==> config.mk <==
export PLATFORM = sky130hd
export DESIGN_NAME = ackermann_wheel_speed_mixer
export DESIGN_NICKNAME = d
export VERILOG_FILES = /design/src/rtl/awsm_pkg.sv /design/src/rtl/awsm_decode.sv /design/src/rtl/awsm_lookup.sv /design/src/rtl/awsm_wheel.sv /design/src/rtl/ackermann_wheel_speed_mixer.sv
export VERILOG_INCLUDE_DIRS = /design/src /design/src/rtl
export SDC_FILE = /design/constraint.sdc
export NUM_CORES = 2
export LEC_CHECK = 0
export BUFFER_PORTS_ARGS = -buffer_cell sky130_fd_sc_hd__buf_2
export CAP_MARGIN = 40
export CELL_PAD_IN_SITES_DETAIL_PLACEMENT = 1
export CELL_PAD_IN_SITES_GLOBAL_PLACEMENT = 1
export CORE_ASPECT_RATIO = 0.75
export CORE_MARGIN = 1.5
export CORE_UTILIZATION = 40
export CTS_CLUSTER_DIAMETER = 60
export CTS_CLUSTER_SIZE = 12
export DETAILED_ROUTE_END_ITERATION = 12
export PLACE_DENSITY_LB_ADDON = 0.15
export SETUP_SLACK_MARGIN = 0.05
export SKIP_LAST_GASP = 1
export SLEW_MARGIN = 40
export SYNTH_ARGS = -nofsm -noshare
export SYNTH_HDL_FRONTEND = slang
export SYNTH_SLANG_ARGS = --single-unit
==> constraint.sdc <==
create_clock -name clk -period 7.6 [get_ports clk]
set_clock_uncertainty 0.15 [all_clocks]
set_input_delay 0.76 -clock clk [delete_from_list [all_inputs] [get_ports clk]]
set_output_delay 0.76 -clock clk [all_outputs]
set_load 0.01 [all_outputs]
==> src/rtl/ackermann_wheel_speed_mixer_assert.svh <==
// assertion macros for the wheel speed mixer, empty when SYNTH is defined
`ifndef ACKERMANN_WHEEL_SPEED_MIXER_ASSERT_SVH
`define ACKERMANN_WHEEL_SPEED_MIXER_ASSERT_SVH
`ifndef SYNTH
// same-cycle implication
`define AWSM_ASSERT_IMPLY(label, clk, rst_n, ante, cons) \
    label: assert property (@(posedge clk) disable iff (!rst_n) (ante) |-> (cons)) \
        else $error("awsm assertion failed");
// next-cycle implication
`define AWSM_ASSERT_NEXT(label, clk, rst_n, ante, cons) \
    label: assert property (@(posedge clk) disable iff (!rst_n) (ante) |=> (cons)) \
        else $error("awsm assertion failed");
`else
`define AWSM_ASSERT_IMPLY(label, clk, rst_n, ante, cons)
`define AWSM_ASSERT_NEXT(label, clk, rst_n, ante, cons)
`endif
`endif

==> src/rtl/awsm_pkg.sv <==
// shared constants, stage payload types and ratio table for the wheel speed mixer
package awsm_pkg;

    localparam int FRACTION_BITS = 16;
    localparam int RATIO_W       = FRACTION_BITS + 1;
    localparam int SCALE_W       = FRACTION_BITS + 1;
    localparam int PROD_W        = 8 + SCALE_W;
    localparam int WHEEL_W       = PROD_W + RATIO_W;
    localparam int ROM_DEPTH     = 128;
    localparam int IDX_W         = $clog2(ROM_DEPTH);

    localparam logic [7:0] CENTER      = 8'd127;
    localparam logic [7:0] SPEED_MAX   = 8'd253;
    localparam logic [7:0] STICK_TOP   = 8'd254;
    localparam logic [7:0] LEFT_OFFSET = 8'd126;

    localparam logic [3:0] DIR_STOP = 4'd0;
    localparam logic [3:0] DIR_FWD  = 4'd7;
    localparam logic [3:0] DIR_BACK = 4'd11;

    localparam logic [7:0] VMAX_RESET   = 8'd192;
    localparam logic [7:0] VMAX_SEL_100 = 8'd192;
    localparam logic [7:0] VMAX_SEL_085 = 8'd193;
    localparam logic [7:0] VMAX_SEL_070 = 8'd194;
    localparam logic [7:0] VMAX_SEL_050 = 8'd195;
    localparam logic [7:0] VMAX_SEL_035 = 8'd196;
    localparam logic [7:0] VMAX_SEL_020 = 8'd197;

    // vmax scales, q1.f rounded half up
    localparam logic [SCALE_W-1:0] SCALE_ONE = SCALE_W'(64'd1 << FRACTION_BITS);
    localparam logic [SCALE_W-1:0] SCALE_085 =
        SCALE_W'(((64'd85 << FRACTION_BITS) + 64'd50) / 64'd100);
    localparam logic [SCALE_W-1:0] SCALE_070 =
        SCALE_W'(((64'd70 << FRACTION_BITS) + 64'd50) / 64'd100);
    localparam logic [SCALE_W-1:0] SCALE_050 =
        SCALE_W'(((64'd50 << FRACTION_BITS) + 64'd50) / 64'd100);
    localparam logic [SCALE_W-1:0] SCALE_035 =
        SCALE_W'(((64'd35 << FRACTION_BITS) + 64'd50) / 64'd100);
    localparam logic [SCALE_W-1:0] SCALE_020 =
        SCALE_W'(((64'd20 << FRACTION_BITS) + 64'd50) / 64'd100);

    localparam logic [RATIO_W-1:0] RATIO_ONE = RATIO_W'(64'd1 << FRACTION_BITS);

    // angle series constants in q2.62; WB2_MM and TRACK_MM are in mm
    localparam logic [63:0] PI_Q62   = 64'hC90FDAA22168C234;
    localparam logic [63:0] ONE_Q62  = 64'h4000000000000000;
    localparam logic [63:0] STEP_Q62 = PI_Q62 / 64'd762;
    localparam logic [63:0] WB2_MM   = 64'd3660;
    localparam logic [63:0] TRACK_MM = 64'd1640;

    typedef logic [RATIO_W-1:0] ratio_rom_t [ROM_DEPTH];

    typedef struct packed {
        logic       spin_active;
        logic [3:0] dir_left;
        logic [3:0] dir_right;
        logic [3:0] dir_common;
    } dirs_t;

    typedef struct packed {
        logic [7:0]         raw;
        logic [SCALE_W-1:0] scale;
        logic               inner_left;
        logic               inner_right;
        logic [IDX_W-1:0]   ratio_idx;
        dirs_t              dirs;
    } s1_t;

    typedef struct packed {
        logic [PROD_W-1:0]  prod;
        logic [RATIO_W-1:0] ratio_left;
        logic [RATIO_W-1:0] ratio_right;
        dirs_t              dirs;
    } s2_t;

    typedef struct packed {
        logic [WHEEL_W-1:0] wheel_left;
        logic [WHEEL_W-1:0] wheel_right;
        dirs_t              dirs;
    } s3_t;

    // (a * b) >> 62, truncated to 64 bits
    function automatic logic [63:0] mul_q62(input logic [63:0] a, input logic [63:0] b);
        logic [127:0] p;
        p = {64'd0, a} * {64'd0, b};
        return p[125:62];
    endfunction

    // inner wheel ratio for deviation d, evaluated at elaboration only
    function automatic logic [RATIO_W-1:0] inner_ratio(input int unsigned d);
        logic [63:0]        x;
        logic [63:0]        x2;
        logic [63:0]        s;
        logic [63:0]        c;
        logic [63:0]        ts;
        logic [63:0]        tc;
        logic [63:0]        num;
        logic [63:0]        den;
        logic [63:0]        r;
        logic [RATIO_W:0]   q;
        x  = STEP_Q62 * 64'(d);
        x2 = mul_q62(x, x);
        s  = x;
        c  = ONE_Q62;
        ts = x;
        tc = ONE_Q62;
        for (int k = 1; k <= 10; k++)
        begin
            ts = mul_q62(ts, x2);
            tc = mul_q62(tc, x2);
            unique case (k)
                1:       begin ts = ts / 64'd6;   tc = tc / 64'd2;   end
                2:       begin ts = ts / 64'd20;  tc = tc / 64'd12;  end
                3:       begin ts = ts / 64'd42;  tc = tc / 64'd30;  end
                4:       begin ts = ts / 64'd72;  tc = tc / 64'd56;  end
                5:       begin ts = ts / 64'd110; tc = tc / 64'd90;  end
                6:       begin ts = ts / 64'd156; tc = tc / 64'd132; end
                7:       begin ts = ts / 64'd210; tc = tc / 64'd182; end
                8:       begin ts = ts / 64'd272; tc = tc / 64'd240; end
                9:       begin ts = ts / 64'd342; tc = tc / 64'd306; end
                default: begin ts = ts / 64'd420; tc = tc / 64'd380; end
            endcase
            if ((k & 1) != 0)
            begin
                s = s - ts;
                c = c - tc;
            end
            else
            begin
                s = s + ts;
                c = c + tc;
            end
        end
        c   = c >> 22;
        s   = s >> 22;
        num = WB2_MM * c - TRACK_MM * s;
        den = WB2_MM * c + TRACK_MM * s;
        r   = num;
        q   = '0;
        for (int k = 0; k < FRACTION_BITS + 1; k++)
        begin
            r = r << 1;
            q = q << 1;
            if (r >= den)
            begin
                r    = r - den;
                q[0] = 1'b1;
            end
        end
        q = q + (RATIO_W + 1)'(1);
        return RATIO_W'(q >> 1);
    endfunction

    // entry i holds the ratio for deviation i + 1
    function automatic ratio_rom_t build_ratio_rom();
        ratio_rom_t rom;
        for (int i = 0; i < ROM_DEPTH; i++)
        begin
            rom[i] = inner_ratio(i + 1);
        end
        return rom;
    endfunction

    localparam ratio_rom_t RATIO_ROM = build_ratio_rom();

endpackage

==> src/rtl/awsm_decode.sv <==
// stage 1: stick mapping, mode decode and vmax scale selection
module awsm_decode
    import awsm_pkg::*;
(
    input  logic       clk,
    input  logic       rst_n,
    input  logic       in_valid,
    output logic       in_ready,
    input  logic [7:0] accel_stick,
    input  logic [7:0] steer_stick,
    input  logic       forward,
    input  logic       spin,
    input  logic [7:0] vmax_select,
    output logic       out_valid,
    input  logic       out_ready,
    output s1_t        out_data
);

    logic valid_reg;
    s1_t  data_reg;
    s1_t  data_next;

    // 253 = 2*127 - 1, so floor(x*253/127) = 2x - 1 for x in 1..126; used for forward, x = j - 127
    function automatic logic [7:0] map_speed(input logic [7:0] j, input logic fwd);
        logic [8:0] dbl;
        dbl = {j, 1'b0};
        if (fwd)
        begin
            priority if (j <= CENTER)    return 8'd0;
            else if (j >= STICK_TOP)     return SPEED_MAX;
            else                         return 8'(dbl - 9'd255);
        end
        else
        begin
            priority if (j == 8'd0)      return SPEED_MAX;
            else if (j >= CENTER)        return 8'd0;
            else                         return 8'(9'd254 - dbl);
        end
    endfunction

    function automatic logic [SCALE_W-1:0] vmax_scale(input logic [7:0] sel);
        logic [SCALE_W-1:0] sc;
        unique case (sel)
            VMAX_SEL_100: sc = SCALE_ONE;
            VMAX_SEL_085: sc = SCALE_085;
            VMAX_SEL_070: sc = SCALE_070;
            VMAX_SEL_050: sc = SCALE_050;
            VMAX_SEL_035: sc = SCALE_035;
            VMAX_SEL_020: sc = SCALE_020;
            default:      sc = SCALE_ONE;
        endcase
        return sc;
    endfunction

    always_comb
    begin
        data_next = '0;
        if (spin)
        begin
            // turn in place: unit ratio and unit scale pass the speed through
            data_next.scale            = SCALE_ONE;
            data_next.dirs.spin_active = 1'b1;
            data_next.dirs.dir_common  = DIR_STOP;
            priority if (steer_stick > CENTER)
            begin
                data_next.raw            = map_speed(steer_stick, 1'b1);
                data_next.dirs.dir_left  = DIR_FWD;
                data_next.dirs.dir_right = DIR_BACK;
            end
            else if (steer_stick < CENTER)
            begin
                data_next.raw            = map_speed(steer_stick, 1'b0);
                data_next.dirs.dir_left  = DIR_BACK;
                data_next.dirs.dir_right = DIR_FWD;
            end
            else
            begin
                data_next.raw            = 8'd0;
                data_next.dirs.dir_left  = DIR_STOP;
                data_next.dirs.dir_right = DIR_STOP;
            end
        end
        else
        begin
            data_next.raw              = map_speed(accel_stick, forward);
            data_next.scale            = vmax_scale(vmax_select);
            data_next.inner_left       = (steer_stick < CENTER);
            data_next.inner_right      = (steer_stick > CENTER);
            data_next.ratio_idx        = steer_stick[7] ? steer_stick[IDX_W-1:0]
                                                        : IDX_W'(LEFT_OFFSET - steer_stick);
            data_next.dirs.spin_active = 1'b0;
            data_next.dirs.dir_left    = DIR_STOP;
            data_next.dirs.dir_right   = DIR_STOP;
            data_next.dirs.dir_common  = forward ? DIR_FWD : DIR_BACK;
        end
    end

    assign in_ready = !valid_reg || out_ready;

    always_ff @(posedge clk or negedge rst_n)
    begin
        if (!rst_n)
        begin
            valid_reg <= 1'b0;
        end
        else if (in_ready)
        begin
            valid_reg <= in_valid;
        end
    end

    always_ff @(posedge clk)
    begin
        if (in_ready && in_valid)
        begin
            data_reg <= data_next;
        end
    end

    assign out_valid = valid_reg;
    assign out_data  = data_reg;

endmodule

==> src/rtl/awsm_lookup.sv <==
// stage 2: inner wheel ratio table read and speed times vmax scale
module awsm_lookup
    import awsm_pkg::*;
(
    input  logic clk,
    input  logic rst_n,
    input  logic in_valid,
    output logic in_ready,
    input  s1_t  in_data,
    output logic out_valid,
    input  logic out_ready,
    output s2_t  out_data
);

    logic               valid_reg;
    s2_t                data_reg;
    s2_t                data_next;
    logic [RATIO_W-1:0] rom_ratio;

    assign rom_ratio = RATIO_ROM[in_data.ratio_idx];

    always_comb
    begin
        data_next             = '0;
        data_next.prod        = PROD_W'(in_data.raw) * PROD_W'(in_data.scale);
        data_next.ratio_left  = in_data.inner_left  ? rom_ratio : RATIO_ONE;
        data_next.ratio_right = in_data.inner_right ? rom_ratio : RATIO_ONE;
        data_next.dirs        = in_data.dirs;
    end

    assign in_ready = !valid_reg || out_ready;

    always_ff @(posedge clk or negedge rst_n)
    begin
        if (!rst_n)
        begin
            valid_reg <= 1'b0;
        end
        else if (in_ready)
        begin
            valid_reg <= in_valid;
        end
    end

    always_ff @(posedge clk)
    begin
        if (in_ready && in_valid)
        begin
            data_reg <= data_next;
        end
    end

    assign out_valid = valid_reg;
    assign out_data  = data_reg;

endmodule

==> src/rtl/awsm_wheel.sv <==
// stage 3: per-wheel multiply by the steering ratio
module awsm_wheel
    import awsm_pkg::*;
(
    input  logic clk,
    input  logic rst_n,
    input  logic in_valid,
    output logic in_ready,
    input  s2_t  in_data,
    output logic out_valid,
    input  logic out_ready,
    output s3_t  out_data
);

    logic valid_reg;
    s3_t  data_reg;
    s3_t  data_next;

    always_comb
    begin
        data_next.wheel_left  = WHEEL_W'(in_data.prod) * WHEEL_W'(in_data.ratio_left);
        data_next.wheel_right = WHEEL_W'(in_data.prod) * WHEEL_W'(in_data.ratio_right);
        data_next.dirs        = in_data.dirs;
    end

    assign in_ready = !valid_reg || out_ready;

    always_ff @(posedge clk or negedge rst_n)
    begin
        if (!rst_n)
        begin
            valid_reg <= 1'b0;
        end
        else if (in_ready)
        begin
            valid_reg <= in_valid;
        end
    end

    always_ff @(posedge clk)
    begin
        if (in_ready && in_valid)
        begin
            data_reg <= data_next;
        end
    end

    assign out_valid = valid_reg;
    assign out_data  = data_reg;

endmodule

==> src/rtl/ackermann_wheel_speed_mixer.sv <==
// top level of the ackermann wheel speed mixer: stage chain, vmax register, output stage
// an accepted input beat passes the decode, lookup, wheel and output registers in order
// throughput: one beat per cycle; the four registered stages each hold one beat
// and stall only while the output is held by out_ready low; an empty stage still takes a beat
// reset: rst_n clears every stage valid bit and loads vmax_select with 192 (scale 1.0)
// no clearing pass; the ratio table is constant logic
`include "ackermann_wheel_speed_mixer_assert.svh"
module ackermann_wheel_speed_mixer
    import awsm_pkg::*;
(
    input  logic       clk,
    input  logic       rst_n,
    // input channel
    input  logic       in_valid,
    output logic       in_ready,
    input  logic [7:0] accel_stick,
    input  logic [7:0] steer_stick,
    input  logic       forward,
    input  logic       spin,
    // vmax_select register write
    input  logic       cfg_wr_en,
    input  logic [7:0] cfg_wr_data,
    // output channel
    output logic       out_valid,
    input  logic       out_ready,
    output logic [7:0] speed_left,
    output logic [7:0] speed_right,
    output logic       spin_active,
    output logic [3:0] dir_left,
    output logic [3:0] dir_right,
    output logic [3:0] dir_common
);

    // speed limit selector; the user writes it only while the pipeline is empty (unchecked)
    logic [7:0] vmax_select_reg;

    // stage handshakes
    logic s1_valid;
    logic s1_ready;
    s1_t  s1_data;
    logic s2_valid;
    logic s2_ready;
    s2_t  s2_data;
    logic s3_valid;
    logic s3_ready;
    s3_t  s3_data;

    // output stage
    logic       out_valid_reg;
    logic [7:0] speed_left_reg;
    logic [7:0] speed_right_reg;
    dirs_t      dirs_reg;
    logic [7:0] speed_left_next;
    logic [7:0] speed_right_next;

    // result shape checks for the assertions below
    logic spin_result_ok;
    logic drive_result_ok;

    always_ff @(posedge clk or negedge rst_n)
    begin
        if (!rst_n)
        begin
            vmax_select_reg <= VMAX_RESET;
        end
        else if (cfg_wr_en)
        begin
            vmax_select_reg <= cfg_wr_data;
        end
    end

    // stage 1: decode the sticks into raw speed, ratio index and scale
    awsm_decode u_decode (
        .clk         (clk),
        .rst_n       (rst_n),
        .in_valid    (in_valid),
        .in_ready    (in_ready),
        .accel_stick (accel_stick),
        .steer_stick (steer_stick),
        .forward     (forward),
        .spin        (spin),
        .vmax_select (vmax_select_reg),
        .out_valid   (s1_valid),
        .out_ready   (s1_ready),
        .out_data    (s1_data)
    );

    // stage 2: table read for the inner wheel, raw speed times vmax scale
    awsm_lookup u_lookup (
        .clk       (clk),
        .rst_n     (rst_n),
        .in_valid  (s1_valid),
        .in_ready  (s1_ready),
        .in_data   (s1_data),
        .out_valid (s2_valid),
        .out_ready (s2_ready),
        .out_data  (s2_data)
    );

    // stage 3: one multiplier per wheel applies the steering ratio
    awsm_wheel u_wheel (
        .clk       (clk),
        .rst_n     (rst_n),
        .in_valid  (s2_valid),
        .in_ready  (s2_ready),
        .in_data   (s2_data),
        .out_valid (s3_valid),
        .out_ready (s3_ready),
        .out_data  (s3_data)
    );

    // stage 4: single truncation of the q.2f product back to a speed byte;
    // the product never exceeds 253 so the low byte of the integer part is exact
    assign speed_left_next  = s3_data.wheel_left[2*FRACTION_BITS +: 8];
    assign speed_right_next = s3_data.wheel_right[2*FRACTION_BITS +: 8];

    // output register frees itself when the beat is taken or when it is empty
    assign s3_ready = !out_valid_reg || out_ready;

    always_ff @(posedge clk or negedge rst_n)
    begin
        if (!rst_n)
        begin
            out_valid_reg <= 1'b0;
        end
        else if (s3_ready)
        begin
            out_valid_reg <= s3_valid;
        end
    end

    always_ff @(posedge clk)
    begin
        if (s3_ready && s3_valid)
        begin
            speed_left_reg  <= speed_left_next;
            speed_right_reg <= speed_right_next;
            dirs_reg        <= s3_data.dirs;
        end
    end

    assign out_valid   = out_valid_reg;
    assign speed_left  = speed_left_reg;
    assign speed_right = speed_right_reg;
    assign spin_active = dirs_reg.spin_active;
    assign dir_left    = dirs_reg.dir_left;
    assign dir_right   = dirs_reg.dir_right;
    assign dir_common  = dirs_reg.dir_common;

    // spin results drive both wheels equally and no common direction
    assign spin_result_ok  = (speed_left == speed_right) && (dir_common == DIR_STOP);
    // ackermann results carry only the common direction and bounded speeds
    assign drive_result_ok = (dir_left == DIR_STOP) && (dir_right == DIR_STOP)
                             && (speed_left <= SPEED_MAX) && (speed_right <= SPEED_MAX)
                             && ((dir_common == DIR_FWD) || (dir_common == DIR_BACK));

    // an empty output stage lets the whole ready chain through to the input
    `AWSM_ASSERT_IMPLY(a_ready_when_drained, clk, rst_n, !out_valid_reg, in_ready)
    // an accepted beat always occupies the first stage next cycle
    `AWSM_ASSERT_NEXT(a_accept_fills_s1, clk, rst_n, in_valid && in_ready, s1_valid)
    `AWSM_ASSERT_IMPLY(a_spin_result, clk, rst_n, out_valid && spin_active, spin_result_ok)
    `AWSM_ASSERT_IMPLY(a_drive_result, clk, rst_n, out_valid && !spin_active, drive_result_ok)

endmodule
== Word level (Yosys, flattened, before mapping) ==
Memories as Yosys holds them, arrays and structs flattened.
Index checks and enable logic that the tools add are counted.

* Register bits: 253
* Bits in read-only memories: 2176
* Bits of input ports: 31
* Output and inout port bits: 31
* Word-level logic and storage cells: 95
* Memories kept: 1

{| class="wikitable"
|+ Memories
! memory !! words !! bits a word !! rd ports !! clocked after Yosys merged registers in !! wr ports !! RTL line !! text
|-
| (name not given) || 128 || 17 || 1 || 0 || 0 || awsm_lookup.sv:20 || <nowiki>assign rom_ratio = RATIO_ROM[in_data.ratio_idx];</nowiki>
|}

* Add/sub/neg operators: 5
* Multipliers: 3
* Magnitude comparators: 9
* Eq/ne operators: 5
* Muxes and demuxes: 20
* Bitwise gates (word level): 2
* Reduce and logical (&&, ||, !) cells: 15

{| class="wikitable"
|+ Operator list
! operator !! number
|-
| $mux 8 || 13
|-
| $pmux 17 s5 || 1
|-
| $mul 25x17->40 || 2
|-
| $eq 8x8->1 const B || 5
|-
| $mux 17 || 2
|-
| $mul 8x17->25 || 1
|-
| $mux 25 || 1
|-
| $ge 8x8->1 const B || 3
|-
| $ge 8x7->1 const B || 2
|-
| $le 8x7->1 const B || 2
|-
| $logic_not 8->1 || 2
|-
| $sub 8x8->8 const A || 2
|-
| $sub 8x8->8 const B || 2
|-
| $mux 13 || 1
|-
| $gt 8x7->1 const B || 1
|-
| $lt 8x7->1 const B || 1
|-
| $not 7->8 || 1
|-
| $mux 7 || 1
|-
| $sub 7x7->7 const A || 1
|-
| $logic_and 1x1->1 || 4
|-
| $logic_not 1->1 || 4
|-
| $logic_or 1x1->1 || 4
|-
| $mux 4 || 1
|-
| $reduce_or 2->1 || 1
|-
| $not 1->1 || 1
|}

== Logic depth before layout (Yosys ltp) ==
* Word-level depth: 6
* Gate-level depth with buffers: 22
* Gate-level depth less buffers: 21

== By module ==
Synthesis repeated with hierarchy kept, for this count alone.

* Cell total of the unflattened synthesis: 4645
* Area, all modules: 42943.7 µm²

{| class="wikitable"
|+ By module, submodules not included
! module !! instances !! cells an instance !! area each (µm²) !! seq. area each (µm²)
|-
| awsm_wheel || 1 || 3413 || 30675.7 || 2937.8
|-
| awsm_lookup || 1 || 1030 || 9335.2 || 2187.1
|-
| awsm_decode || 1 || 152 || 1684.1 || 895.9
|-
| ackermann_wheel_speed_mixer || 1 || 50 || 1248.7 || 1098.6
|}

== Least setup slack after synthesis ==
No wires, ideal clock.

* Path type: register to register
* Start point: register u_lookup.data_reg, in the netlist u_lookup.out_data[38]
* End point: register u_wheel.data_reg, in the netlist u_wheel.out_data[94] (data pin)
* Setup time: 260 ps
* Arrival time: 5737 ps
* Required time: 7190 ps
* Path slack: 1453 ps
* Cell stages (with the launch flop): 23
* Path buffers: 2
* Clock period less this slack: 6147 ps
* Path through: edfxtp_1 > clkbuf_1 > clkbuf_1 > nand2_1 > fa_1 > inv_1 > fa_1 > inv_1 > fa_1 > inv_1 > fa_1 > fa_1 > inv_1 > fa_1 > inv_1 > ha_1 > a21oi_1 > o21ai_1 > a221oi_1 > o211ai_1 > a221o_1 > o41a_1 > xnor2_1

{| class="wikitable"
|+ RTL lines
! element !! RTL line !! text
|-
| start: declaration || awsm_lookup.sv:16 || <nowiki>s2_t data_reg;</nowiki>
|-
| start signal: assignment || awsm_lookup.sv:49 || <nowiki>data_reg <= data_next;</nowiki>
|-
| end signal: assignment || awsm_wheel.sv:44 || <nowiki>data_reg <= data_next;</nowiki>
|-
| end: declaration || awsm_wheel.sv:16 || <nowiki>s3_t data_reg;</nowiki>
|}

==> results_dict.tcl <==
set metrics [dict create \
    status "complete, no violations" \
    cts_root_buffer "clkbuf_16" \
    rsz0062_at_grt "no" \
    grt_overflow 0 \
    grt_use_total_pct 24.0 \
    largest_reg_flops 66 \
    viasPerCell 5.14 \
    worstPathArrival_ns 7.08 \
    grt_pass1_vias 30100 \
    row_count 95 \
    gp_congestion 0.874 \
    tns_ns 0 \
    worst_pin_slew_ns 0.885 \
    pin_count 62 \
    dieHeight_microns 265 \
    clk_pin_slew_ns 0.07 \
    ys_warn_count 0 \
    min_from "u_wheel.out_data[90]" \
    antenna_found_initial 1 \
    start_kind "flop" \
    drt_iter0_drc 1532 \
    wirelength_microns 107000 \
    postCtsResizedCells 0 \
    synth_edf_count 141 \
    synthesis.nets 5126 \
    syn_area_per_cell_sq_um 8.99 \
    grt_max_degree 69 \
    synth-seq-area-share_pct 12.4 \
    start_util_pct 40.7 \
    syn_inst 4075 \
    cp_common_cell "fa_1" \
    reg2reg_setup_slack_ns 0.59 \
    drc_errors 0 \
    r2r_cells 21 \
    crit_start "u_lookup.out_data[36]" \
    hold_class "flop to flop" \
    fin_nets 5116 \
    multi_input_area_sq_um 27700 \
    die_x_microns 352 \
    vias 27200 \
    die_area_sq_um 93400 \
    cts_max_level 4 \
    worstPathRequired_ns 7.67 \
    fin_crit_ns 7.01 \
    post-route-util_pct 43.6 \
    hpwl_microns 87300 \
    cts_tree "yes" \
    finalSetupViolCount 0 \
    holdPathEnd "speed_left[3]" \
    grt_pass1_wl_microns 173000 \
    synth.cell_area_sq_um 36600 \
    r2r-start "u_lookup.out_data[36]" \
    ys_ff_latch 153 \
    seqCellArea_sq_um 4540 \
    max_freq_mhz 143 \
    cp_cell_sequence "buf_4, nand2_1, fa_1, inv_1, fa_1, inv_1, fa_1, inv_1, fa_1, fa_1, inv_1, fa_1, inv_1, ha_1, a21oi_1, o21ai_1, a221oi_1, o211ai_1, a221o_1, o41a_1, xnor2_1" \
    ant_nets 0 \
    ys_top_cells_by_area "fa_1 (40%), edfxtp_1 (12%), inv_1 (9.7%)" \
    drive_gt1_share_pct 6.18 \
    worstPathBufferInverterCount 6 \
    path_class "flop to flop" \
    final-max-slew-violation-count 0 \
    synth_top_area_cell "fa_1" \
    clk_path_buf_depth 2 \
    rr_endpoint "u_wheel.out_data[94]" \
    busiest_layer "met2" \
    synth_top_area_share_pct 40.4 \
    avgRoutedWirePerCell_microns 20.2 \
    critPathSlowestCell "edfxtp_1" \
    hold_violations 0 \
    core_sq_um 90100 \
    critPathMaxFanout 17 \
    io_buffers 61 \
    insertion_delay_ns 0.49 \
    met3_usage_pct 3.66 \
    gr-usage-met1_pct 34.9 \
    firstDrtPassIters 5 \
    nFillCells 10600 \
    fin_crit_sh_pct 92.3 \
    worstHoldPathCells 0 \
    ys_async_sr_fraction_pct 7.84 \
    synth.distinct_cells 77 \
    area_growth_pct 7.13 \
    cp_slowest_stage_delay_ns 0.83 \
    crit_family "adder cells" \
    maxCapViolCount 0 \
    max_slew_margin_pct 41.0 \
    grt_util_met2_pct 37.3 \
    numCtsBuffers 17 \
    cts.sinks 153 \
    critPathCaptureType "flop" \
    dominantRegCellSynth "edfxtp_1" \
]
## metrics by stage
stage               cell area [sq um]  worst slack (ns)  std cells  hold slack, ns
floorplan                       36600              1.45       4075           0.250
global placement                38500             0.748       5247           0.251
detailed placement              38600             0.649       5255           0.256
CTS                             39200             0.609       5288           0.269
global route                    39200             0.207       5290           0.278
finish                          39200             0.586       5291           0.267
## synthesized netlist by cell type (all sizes together), types with 4 or more instances
cell	count
clkbuf	181
a22oi	4
a211oi	27
or3	5
and4	5
a21oi	112
nor4	4
mux2	9
mux2i	8
o211ai	29
nor3	35
nand3b	5
o22ai	5
and3	14
nor2b	22
o31ai	8
buf	37
a311oi	6
a31oi	23
o311ai	13
o21ai	78
a211o	7
dfrtp	10
a221oi	7
xnor2	36
inv	949
a21o	33
nand2b	17
edfxtp	141
or2	6
nor2	94
and2	330
fa	740
o21bai	11
o211a	4
nand3	30
nand4	13
o21a	10
ha	280
nand2	653
o221ai	7
xor2	18
## layout make-up
type	count	area share, %
multi-input cells	2752	70.5
flip-flops and latches	153	11.6
inverters	952	9.11
well taps	1212	3.86
repair buffers	189	3.40
clock buffers	20	1.22
clock inverters	12	0.338
diodes	1	0.00638
## how the worst max path moves through the flow
stage | to | slack [ns] | depth (start not counted)
2_1_floorplan | u_wheel.out_data[94] | 1.45 | 22
3_3_place_gp | u_wheel.out_data[94] | 0.75 | 19
3_5_place_dp | u_wheel.out_data[94] | 0.65 | 21
4_1_cts | u_wheel.out_data[94] | 0.61 | 21
5_1_grt | u_wheel.out_data[94] | 0.21 | 20
6_report | u_wheel.out_data[94] | 0.59 | 21
## logic make-up (layout without fill, tap and decap cells)
family / count (synthesis) / in the layout / share of synthesized area (%)
AOI/OAI and AO/OA: 416 / 416 / 7.52
xor gates and xnor gates: 54 / 54 / 1.29
adders and majority gates: 1022 / 1022 / 50.1
buffers and inverters: 1170 / 1173 / 12.1
DFF: 153 / 153 / 12.4
muxes: 20 / 20 / 0.680
other: 0 / 1 / 0
and+or+nand+nor: 1240 / 1240 / 15.9
## worst register-to-register path: cells and delay by family, from the launching register on
family | cells | cell delay, ns
flops | 1 | 0.83
xor+xnor | 1 | 0.14
compound gates | 6 | 1.83
simple gates | 1 | 0.08
fa+ha+maj | 7 | 3.15
buf+inv | 6 | 0.59
## cell usage in the layout, fill, tap and decap left out, types with 6 or more instances in the layout
master     count
ha_1         280
a211o_1        7
a21oi_1      112
o31ai_1        8
o21ai_0       77
xor2_1        18
nor3_1        35
a21o_1        33
nor2b_1       20
o21a_1        10
a221oi_1       7
mux2i_1        8
a211oi_1      26
o221ai_1       7
o311ai_0      10
a311oi_1       6
nand2b_1      17
o21bai_1      11
o211ai_1      29
xnor2_1       36
fa_1         740
buf_4        115
clkbuf_16     19
dfrtp_1       10
and3_1        14
nor2_1        94
edfxtp_1     141
and2_1       328
inv_1        947
nand4_1       13
mux2_2         9
buf_2         61
nand2_1      653
nand3_1       30
a31oi_1       23
buf_6          8
## repair_timing
item                      4_1_cts  5_1_grt
hold buffers                    1        0
hold endpoints to repair       10        0
buffers inserted                0        0
## routing by layer
metal  share of wire (%)  up-vias
met3                 5.2       97
met5                   0        -
li1                    -    12300
met2                  44      575
met4                 2.2        0
met1                  48    14200
Power is not shown: default switching activity piles up to over one toggle a cycle in this logic, so the estimate is an artifact.
